### src/rtl/hps_pkg.sv
`default_nettype none
package hps_pkg;

	localparam int PID_W         = 7;
	localparam int PRI_W         = 16;
	localparam int FUNC_W        = 3;
	localparam int STATUS_W      = 3;
	localparam int CNT_W         = 7;
	localparam int QUANTUM_W     = 10;
	localparam int MAX_PROCS_DEF = 64;
	localparam int QDEPTH        = 2;

	localparam logic [QUANTUM_W-1:0] QUANTUM_RST = QUANTUM_W'(10);

	localparam logic [FUNC_W-1:0] FN_CLOCK  = 3'd0;
	localparam logic [FUNC_W-1:0] FN_SLEEP  = 3'd1;
	localparam logic [FUNC_W-1:0] FN_DEPART = 3'd2;
	localparam logic [FUNC_W-1:0] FN_WAKE   = 3'd3;
	localparam logic [FUNC_W-1:0] FN_KILL   = 3'd4;
	localparam logic [FUNC_W-1:0] FN_ARRIVE = 3'd5;

	typedef enum logic [2:0] {
		OP_CLOCK,
		OP_SLEEP,
		OP_DEPART,
		OP_WAKE,
		OP_KILL,
		OP_ARRIVE,
		OP_BAD,
		OP_NOP
	} hps_opcode_t;

	typedef enum logic [STATUS_W-1:0] {
		ST_OK          = 3'd0,
		ST_NOT_FOUND   = 3'd1,
		ST_IN_USE      = 3'd2,
		ST_NOT_BLOCKED = 3'd3,
		ST_NO_RUN      = 3'd4,
		ST_BAD_PID     = 3'd5
	} hps_status_t;

	typedef struct packed {
		logic [FUNC_W-1:0]       func;
		logic [PID_W-1:0]        proc_id;
		logic signed [PRI_W-1:0] priority_req;
	} hps_cmd_t;

	typedef struct packed {
		logic [STATUS_W-1:0]     status;
		logic [PID_W-1:0]        run_id;
		logic signed [PRI_W-1:0] run_priority;
		logic [CNT_W-1:0]        ready_count;
		logic [CNT_W-1:0]        blocked_count;
	} hps_rsp_t;

	typedef struct packed {
		hps_opcode_t             op;
		logic [PID_W-1:0]        pid;
		logic signed [PRI_W-1:0] pri;
	} hps_op_t;

endpackage
`default_nettype wire

### src/rtl/hps_queue.sv
`default_nettype none
module hps_queue
	import hps_pkg::*;
(
	input  logic    clk,
	input  logic    arst_n,
	input  logic    push,
	input  hps_op_t push_op,
	output logic    full,
	input  logic    pop,
	output logic    head_valid,
	output hps_op_t head
);

	localparam int PW = (QDEPTH > 1) ? $clog2(QDEPTH) : 1;

	hps_op_t       slots_q [QDEPTH];
	logic [PW-1:0] wr_ptr_q;
	logic [PW-1:0] rd_ptr_q;
	logic [PW:0]   count_q;
	logic          do_push;
	logic          do_pop;

	assign full       = (count_q == (PW+1)'(QDEPTH));
	assign head_valid = (count_q != '0);
	assign head       = slots_q[rd_ptr_q];
	assign do_push    = push && !full;
	assign do_pop     = pop && head_valid;

	always_ff @(posedge clk or negedge arst_n) begin
		if (!arst_n) begin
			wr_ptr_q <= '0;
			rd_ptr_q <= '0;
			count_q  <= '0;
		end else begin
			if (do_push) begin
				wr_ptr_q <= (wr_ptr_q == PW'(QDEPTH - 1)) ? '0 : wr_ptr_q + PW'(1);
			end
			if (do_pop) begin
				rd_ptr_q <= (rd_ptr_q == PW'(QDEPTH - 1)) ? '0 : rd_ptr_q + PW'(1);
			end
			if (do_push && !do_pop) begin
				count_q <= count_q + (PW+1)'(1);
			end else if (do_pop && !do_push) begin
				count_q <= count_q - (PW+1)'(1);
			end
		end
	end

	always_ff @(posedge clk) begin
		if (do_push) begin
			slots_q[wr_ptr_q] <= push_op;
		end
	end

endmodule
`default_nettype wire

### config.mk
export PLATFORM = sky130hd
export DESIGN_NAME = hps_queue
export DESIGN_NICKNAME = d
export VERILOG_FILES = /design/src/rtl/hps_pkg.sv /design/src/rtl/hps_queue.sv
export SDC_FILE = /design/constraint.sdc
export NUM_CORES = 1
export LEC_CHECK = 0
export CORE_MARGIN = 3
export CORE_UTILIZATION = 45
export CTS_CLUSTER_SIZE = 20
export DETAILED_ROUTE_END_ITERATION = 10
export DONT_BUFFER_PORTS = 1
export SYNTH_ARGS = -nofsm -noshare
export SYNTH_HDL_FRONTEND = slang
export SYNTH_SLANG_ARGS = --single-unit
### constraint.sdc
create_clock -name clk -period 4.8 [get_ports clk]
set_input_delay 1.2 -clock clk [delete_from_list [all_inputs] [get_ports clk]]
set_output_delay 1.2 -clock clk [all_outputs]
set_load 0.05 [all_outputs]
==> results.sh <==
export IMPL_status="finished clean"
export IMPL_via_count=855
export IMPL_r2r_slack_ps=2910
export IMPL_crit_path_max_fanout=15
export IMPL_critPathLaunch="rd_ptr_q$_DFFE_PN0P_"
export IMPL_numCtsBuffers=5
export IMPL_async_flop_share_pct=7.14
export IMPL_timing_rr_end="slots_q[0][19]$_DFFE_PP_"
export IMPL_ys_seq_elements=56
export IMPL_wl_per_cell_um=19.3
export IMPL_nets=138
export IMPL_holdPathStages=1
export IMPL_cp_required_ps=3600
export IMPL_tightest_slew_ps=680
export IMPL_syn_area_um2=2180
export IMPL_ys_top_cells_by_area="edfxtp_1 72%, mux2_4 13%, dfrtp_1 4.6%, mux2_2 3.6%, buf_12 1.8%"
export IMPL_grt_overflow=0
export IMPL_grt_max_degree=17
export IMPL_die_w_um=75.6
export IMPL_avgSynthCellArea_um2=21.8
export IMPL_yosysTopAreaCell="edfxtp_1"
export IMPL_drive_above_1_share_pct=35.2
export IMPL_cts_tree="done"
export IMPL_place_area_um2=2220
export IMPL_vias_per_cell=5.34
export IMPL_hold_viol=0
export IMPL_cts_root_buf="clkbuf_8"
export IMPL_hp_class="flip-flop to flip-flop"
export IMPL_ioPinCount=58
export IMPL_antenna_found_initial=0
export IMPL_drc=0
export IMPL_portBuffers=0
export IMPL_drv_slew=0
export IMPL_clock_latency_ps=290
export IMPL_die_h_um=75.6
export IMPL_synthTopCellsByCount="52 x edfxtp_1, 19 x mux2_4, 7 x mux2_2"
export IMPL_hp_start="count_q[1]$_DFFE_PN0P_"
export IMPL_rsz0062_at_grt="false"
export IMPL_syn_inst=100
export IMPL_slew_headroom_pct=54.6
export IMPL_hpwl_um=2260
export IMPL_antenna_left=0
export IMPL_critPathCaptureType="output port"
export IMPL_min_period_ps=3070
export IMPL_hold_buffers=0
export IMPL_synth_edf_count=52
export IMPL_syn_num_nets=131
export IMPL_place_congestion=0.617
export IMPL_clkSlewWorstSetupHoldPaths_ps=80
export IMPL_period_share_pct=64.0
export IMPL_dieArea_um2=5710
export IMPL_setup_tns_final_ps=0
export IMPL_area_delta_synth_final_pct=6.72
export IMPL_synth_most_common_cell="edfxtp_1"
export IMPL_routed_wl_um=3090
export IMPL_clock_sinks=56
export IMPL_first_pass_iters=2
export IMPL_worstHoldEndpoint="count_q[1]$_DFFE_PN0P_"
export IMPL_cts_setup_buffers=0
export IMPL_ys_flop_type="edfxtp_1"
export IMPL_maxCapViolations=0
export IMPL_fin_area_um2=2320
export IMPL_ys_types=16
export IMPL_antenna_cells=0
export IMPL_yosysSeqAreaShare_pct=76.3
export IMPL_grt_pass1_vias=914
export IMPL_grt_pass1_wl_um=4560
export IMPL_fp_coreArea_um2=4500
export IMPL_reg2reg_depth=4
export IMPL_ctsResizeCount=0
export IMPL_yosysTopAreaCellShare_pct=71.7
export IMPL_grt_total_usage_pct=11.4
export IMPL_drtIter0Drc=75
export IMPL_max_clock_freq_mhz=326
export IMPL_setup_viol=0
export IMPL_critPathKind="flip-flop to output port"
export IMPL_r2r_start="count_q[0]$_DFFE_PN0P_"
export IMPL_start_util_pct=48.3
export IMPL_cp_data_arrival_time_ps=1870
export IMPL_rows=24
export IMPL_clk_path_buf_depth=2
export IMPL_final_setup_skew_ps=6.30
export IMPL_ys_warn_count=0
export IMPL_worstSetupStartpointType="flip-flop"
export IMPL_htreeDepth=2
## logic make-up after synthesis
| family | count (synthesis) | share of synthesized area, % |
|---|---|---|
| flops | 56 | 76.3 |
| fa+ha+maj | 1 | 0.575 |
| xor+xnor | 5 | 2.01 |
| buf+inv | 5 | 2.70 |
| simple gates | 7 | 1.67 |
| mux | 26 | 16.7 |
## layer usage
layer	GRT usage [%]	part of all wire (%)	up-vias
li1	-	-	389
met1	12.7	35	427
met2	18.7	54	35
met3	6.20	10	4
met4	3.50	0.74	0
met5	0	0	-
## flip-flops by register name, indices dropped and copies added (netlist names)
register / count
slots_q: 52
rd_ptr_q: 1
count_q: 2
wr_ptr_q: 1
## worst max-delay path by stage
stage / end / cells after the start
final: head[8] / 2
after global placement: head[4] / 2
after global routing: head[2] / 2
after CTS: head[4] / 2
after floorplan: slots_q[0][0]$_DFFE_PP_ / 2
after detailed placement: head[8] / 2
## per-stage QoR
stage               hold slack, ps  worst slack [ps]  std cells  util (%)
floorplan                      456              2000        100         -
global placement               474              2080        152      49.2
detailed placement             491              2030        152      49.2
CTS                            511              1700        160      51.6
global route                   514              1620        160      51.6
finish                         502              1730        160      51.6
## layout by cell type, fill, tap and decap left out, types with 2 or more instances in the layout
cell	instances
xnor2_1	3
inv_1	2
clkbuf_8	5
xor2_1	2
buf_4	3
dfrtp_1	4
edfxtp_1	52
mux2_2	7
mux2_4	19
## critical path: stages (launching register included)
cell and delay [ps]:
dfrtp_1 740, buf_4 400, mux2_4 420
## final cells by class
type                       count  area (um2)
multi-input combinational     39         459
inverter                       2        7.51
fill                         367        2180
clock buffer                   6        72.6
clock inverter                 2        35.0
timing repair buffer           3        22.5
tap                           52        65.1
sequential                    56        1660
Power is left out: the tool's default activity adds up to more than one toggle a clock period on the data nets, which glitch-free logic cannot reach.
