==> src/rtl/hps_pkg.sv <==
`default_nettype none
package hps_pkg;

	localparam int PID_W         = 7;
	localparam int PRI_W         = 16;
	localparam int FUNC_W        = 3;
	localparam int STATUS_W      = 3;
	localparam int CNT_W         = 7;
	localparam int QUANTUM_W     = 10;
	localparam int MAX_PROCS_DEF = 64;
	localparam int QDEPTH        = 2;

	localparam logic [QUANTUM_W-1:0] QUANTUM_RST = QUANTUM_W'(10);

	localparam logic [FUNC_W-1:0] FN_CLOCK  = 3'd0;
	localparam logic [FUNC_W-1:0] FN_SLEEP  = 3'd1;
	localparam logic [FUNC_W-1:0] FN_DEPART = 3'd2;
	localparam logic [FUNC_W-1:0] FN_WAKE   = 3'd3;
	localparam logic [FUNC_W-1:0] FN_KILL   = 3'd4;
	localparam logic [FUNC_W-1:0] FN_ARRIVE = 3'd5;

	typedef enum logic [2:0] {
		OP_CLOCK,
		OP_SLEEP,
		OP_DEPART,
		OP_WAKE,
		OP_KILL,
		OP_ARRIVE,
		OP_BAD,
		OP_NOP
	} hps_opcode_t;

	typedef enum logic [STATUS_W-1:0] {
		ST_OK          = 3'd0,
		ST_NOT_FOUND   = 3'd1,
		ST_IN_USE      = 3'd2,
		ST_NOT_BLOCKED = 3'd3,
		ST_NO_RUN      = 3'd4,
		ST_BAD_PID     = 3'd5
	} hps_status_t;

	typedef struct packed {
		logic [FUNC_W-1:0]       func;
		logic [PID_W-1:0]        proc_id;
		logic signed [PRI_W-1:0] priority_req;
	} hps_cmd_t;

	typedef struct packed {
		logic [STATUS_W-1:0]     status;
		logic [PID_W-1:0]        run_id;
		logic signed [PRI_W-1:0] run_priority;
		logic [CNT_W-1:0]        ready_count;
		logic [CNT_W-1:0]        blocked_count;
	} hps_rsp_t;

	typedef struct packed {
		hps_opcode_t             op;
		logic [PID_W-1:0]        pid;
		logic signed [PRI_W-1:0] pri;
	} hps_op_t;

endpackage
`default_nettype wire

==> src/rtl/hps_front.sv <==
`default_nettype none
module hps_front
	import hps_pkg::*;
#(
	parameter int MAX_PROCS = MAX_PROCS_DEF
) (
	input  logic     clk,
	input  logic     arst_n,
	input  logic     cmd_valid,
	output logic     cmd_stall,
	input  hps_cmd_t cmd,
	output logic     push,
	output hps_op_t  push_op,
	input  logic     q_full
);

	logic    op_valid_s1;
	hps_op_t op_s1;
	hps_op_t op_cls;
	logic    pid_bad;

	assign pid_bad = (cmd.proc_id == '0) || (int'(cmd.proc_id) > MAX_PROCS);

	always_comb begin
		op_cls.pid = cmd.proc_id;
		op_cls.pri = cmd.priority_req;
		case (cmd.func)
			FN_CLOCK:  op_cls.op = OP_CLOCK;
			FN_SLEEP:  op_cls.op = OP_SLEEP;
			FN_DEPART: op_cls.op = OP_DEPART;
			FN_WAKE:   op_cls.op = pid_bad ? OP_BAD : OP_WAKE;
			FN_KILL:   op_cls.op = pid_bad ? OP_BAD : OP_KILL;
			FN_ARRIVE: op_cls.op = pid_bad ? OP_BAD : OP_ARRIVE;
			default:   op_cls.op = OP_NOP;
		endcase
	end

	assign cmd_stall = op_valid_s1 && q_full;
	assign push      = op_valid_s1 && !q_full;
	assign push_op   = op_s1;

	always_ff @(posedge clk or negedge arst_n) begin
		if (!arst_n) begin
			op_valid_s1 <= 1'b0;
		end else if (!cmd_stall) begin
			op_valid_s1 <= cmd_valid;
		end
	end

	always_ff @(posedge clk) begin
		if (cmd_valid && !cmd_stall) begin
			op_s1 <= op_cls;
		end
	end

endmodule
`default_nettype wire

==> config.mk <==
export PLATFORM = sky130hd
export DESIGN_NAME = hps_front
export DESIGN_NICKNAME = d
export VERILOG_FILES = /design/src/rtl/hps_pkg.sv /design/src/rtl/hps_front.sv
export SDC_FILE = /design/constraint.sdc
export NUM_CORES = 1
export LEC_CHECK = 0
export BUFFER_PORTS_ARGS = -buffer_cell sky130_fd_sc_hd__buf_2
export CAP_MARGIN = 20
export CORE_MARGIN = 2
export CORE_UTILIZATION = 44
export CTS_CLUSTER_DIAMETER = 200
export DETAILED_ROUTE_END_ITERATION = 7
export PLACE_DENSITY = 0.82
export REMOVE_ABC_BUFFERS = 1
export SETUP_SLACK_MARGIN = 0.1
export SLEW_MARGIN = 10
export SYNTH_ARGS = -nofsm -noshare
export SYNTH_HDL_FRONTEND = slang
export SYNTH_SLANG_ARGS = --single-unit
==> constraint.sdc <==
create_clock -name clk -period 3.7 [get_ports clk]
set_input_delay 0.185 -clock clk [delete_from_list [all_inputs] [get_ports clk]]
set_output_delay 0.185 -clock clk [all_outputs]
set_load 0.005 [all_outputs]
==> results.yml <==
status:
  status: "finished, final reports clean"
pwr:
  p_per_area_nw_per_um2: 405.6
  finalPower_w: 0.0005319
  peakVddDrop_mv: 0.2041
  p_leak_nw: 0.5607
sta:
  period_needed_ps: 1496
  finalSetupTns_ps: 0
  clock.fmax_mhz: 668.4
  drv_slew: 0
  finalSetupViolCount: 0
  clock_skew_ps: 6.064
  finalCritPeriodShare: 0.4043
  worst_slew_pin_slew_ps: 682.7
  grt_setup_unrepaired: "false"
  holdWs_ps: 42.08
  maxSlewHeadroom: 0.5439
  report.final.hold_viol_count: 0
  fin_ws_ps: 2204
global_routing:
  grt_pass1_wl_um: 2587
  antenna_found_initial: 0
  grt_pass1_vias: 610
  grt_start_max_net_pins: 27
  grt_use_total: 0.1457
  overflow: 0
critical_path:
  crit_type: "register to register"
  cp.required_ps: 3650
  path_cells: "and2_1 -> nor2b_4"
  worst-path-stages: 2
  slowest_delay_ps: 560
  crit_path_top_delay_cell: "nor2b_4"
  crit_fanout: 26
  r2r-start: "op_valid_s1"
  r2r_cells: 2
  reg2reg_to: "push_op[2]"
  cp-start-kind: "register"
  cp.arrival_ps: 1450
  cp_top_family: "simple AND/OR/NAND/NOR gates"
  rrSetupSlack_ps: 2200
  critPathCaptureType: "register"
  path_buf_inv: 0
finish:
  mostFrequentLayoutCells: "buf_2 (57), edfxtp_1 (26), a21oi_1 (3), clkbuf_4 (3)"
  layout-drive-gt1-share: 0.5909
  final_common_cell: "buf_2"
  nNetsFinal: 141
  finalInstanceArea_um2: 1311
  layout-area-overhead-vs-synth_pct: 38.26
  diodes: 0
clock_network:
  cts_repair_resize_count: 0
  numCtsBuffers: 3
  root_buffer: "clkbuf_4"
  clkSinkCount: 27
  cts_tree: "done"
  clkLatencyLatePin_ps: 300
  cts_buffer_depth: 2
  htree_levels: 1
  clk_pin_slew_ps: 130
worst_hold_path:
  hold_start: "cmd[0]"
  holdCritPathClass: "primary input to register"
  min_to: "push_op[0]"
  worstHoldPathCells: 1
synthesis:
  synth_seq_cells: 27
  syn_inst: 48
  syn_area_um2: 948.4
  synthDominantCellAreaShare: 0.8232
  synth.largest_area_cell: "edfxtp_1"
  synth.yosys.warnings: 0
  synth_cell_types: 18
  ys_seq_area_frac: 0.8496
  synth_area_leaders: "edfxtp_1 (82%), dfrtp_1 (2.6%), nor4_4 (2.2%), a21oi_1 (1.6%), nor2b_1 (1.3%)"
  syn_avg_cell_area_um2: 19.76
run:
  maxCapViolations: 0
die:
  io_pins: 58
  start_util: 0.4738
  fp.dieH_um: 50.43
  fp.dieW_um: 50.43
  coreArea_um2: 2002
  die_area_um2: 2543
  std_cell_rows: 16
place:
  postPlaceCellArea_um2: 1270
  port_buffers: 57
  place_congestion: 0.6533
  dp_worst_setup_slack_ps: 1819
detailed_routing:
  drt_iter0_drc: 2
  firstDrtPassIters: 3
  antenna_left: 0
  viasPerCell: 4.635
  wl_per_cell_um: 12.77
  drc: 0
  num_vias: 635
  drt-total-wl_um: 1749
==> worst max-delay path by stage <==
stage,slack (ps),end,from
global placement,1890,push_op[14],op_valid_s1
CTS,1790,push_op[7],op_valid_s1
global route,2100,push_op[25],op_valid_s1
detailed placement,1820,push_op[9],op_valid_s1
floorplan,1580,push_op[0],op_valid_s1
finish,2200,push_op[2],op_valid_s1
==> metrics by stage <==
| step | util | std cells |
|---|---|---|
| after floorplan | - | 48 |
| after global placement | 0.6344 | 132 |
| after detailed placement | 0.6344 | 132 |
| after CTS | 0.6525 | 137 |
| after global routing | 0.6550 | 137 |
| final | 0.6550 | 137 |
==> Yosys cell counts (all sizes together) <==
master	instances
nor3b	1
nand3	2
nor2b	2
edfxtp	26
a21oi	3
and2	1
a311o	1
or2	1
nand4	1
nor4	1
or3	1
nor2	2
inv	1
and4b	1
a211o	1
nand2	2
dfrtp	1
==> routing by layer <==
| layer | vias up | track usage | wire length [um] |
|---|---|---|---|
| met2 | 39 | 0.2500 | 884 |
| met5 | - | 0 | 0 |
| met3 | 2 | 0.03869 | 171 |
| met4 | 0 | 0.08108 | 29 |
| li1 | 313 | - | - |
| met1 | 281 | 0.1639 | 664 |
==> state kept, by name (all words and copies together) (netlist names) <==
name         count
push_op         26
op_valid_s1      1
==> what timing repair did <==
| item | CTS | global route |
|---|---|---|
| setup buffers | 0 | 0 |
| setup endpoints to repair | 0 | 0 |
| endpoints found under the hold margin | 1 | 0 |
| hold buffers | 1 | 0 |
==> area by class of cell <==
class	count	area (um2)
clock buffer	4	26.28
fill	170	690.7
inverter	1	3.754
multi-input combinational	20	146.4
sequential	27	805.8
tap	27	33.78
timing repair buffer	58	295.3
==> where the power goes <==
part           internal [W]  switching [W]  leakage (nW)  total (W)
registers          0.000355     0.00000347         0.258   0.000359
logic             0.0000280      0.0000288         0.288  0.0000568
clock network     0.0000420      0.0000743        0.0150   0.000116
total              0.000425       0.000106         0.561   0.000532
==> cell families (layout without fill, tap and decap cells) <==
| family | count (synthesis) | count (layout) | synth area share |
|---|---|---|---|
| flip-flops | 27 | 27 | 0.8496 |
| AND/OR/NAND/NOR | 15 | 15 | 0.1095 |
| AO/OA/AOI/OAI | 5 | 5 | 0.03694 |
| buffers and inverters | 1 | 63 | 0.003954 |
Note: power is estimated with default switching activity, not from simulation.
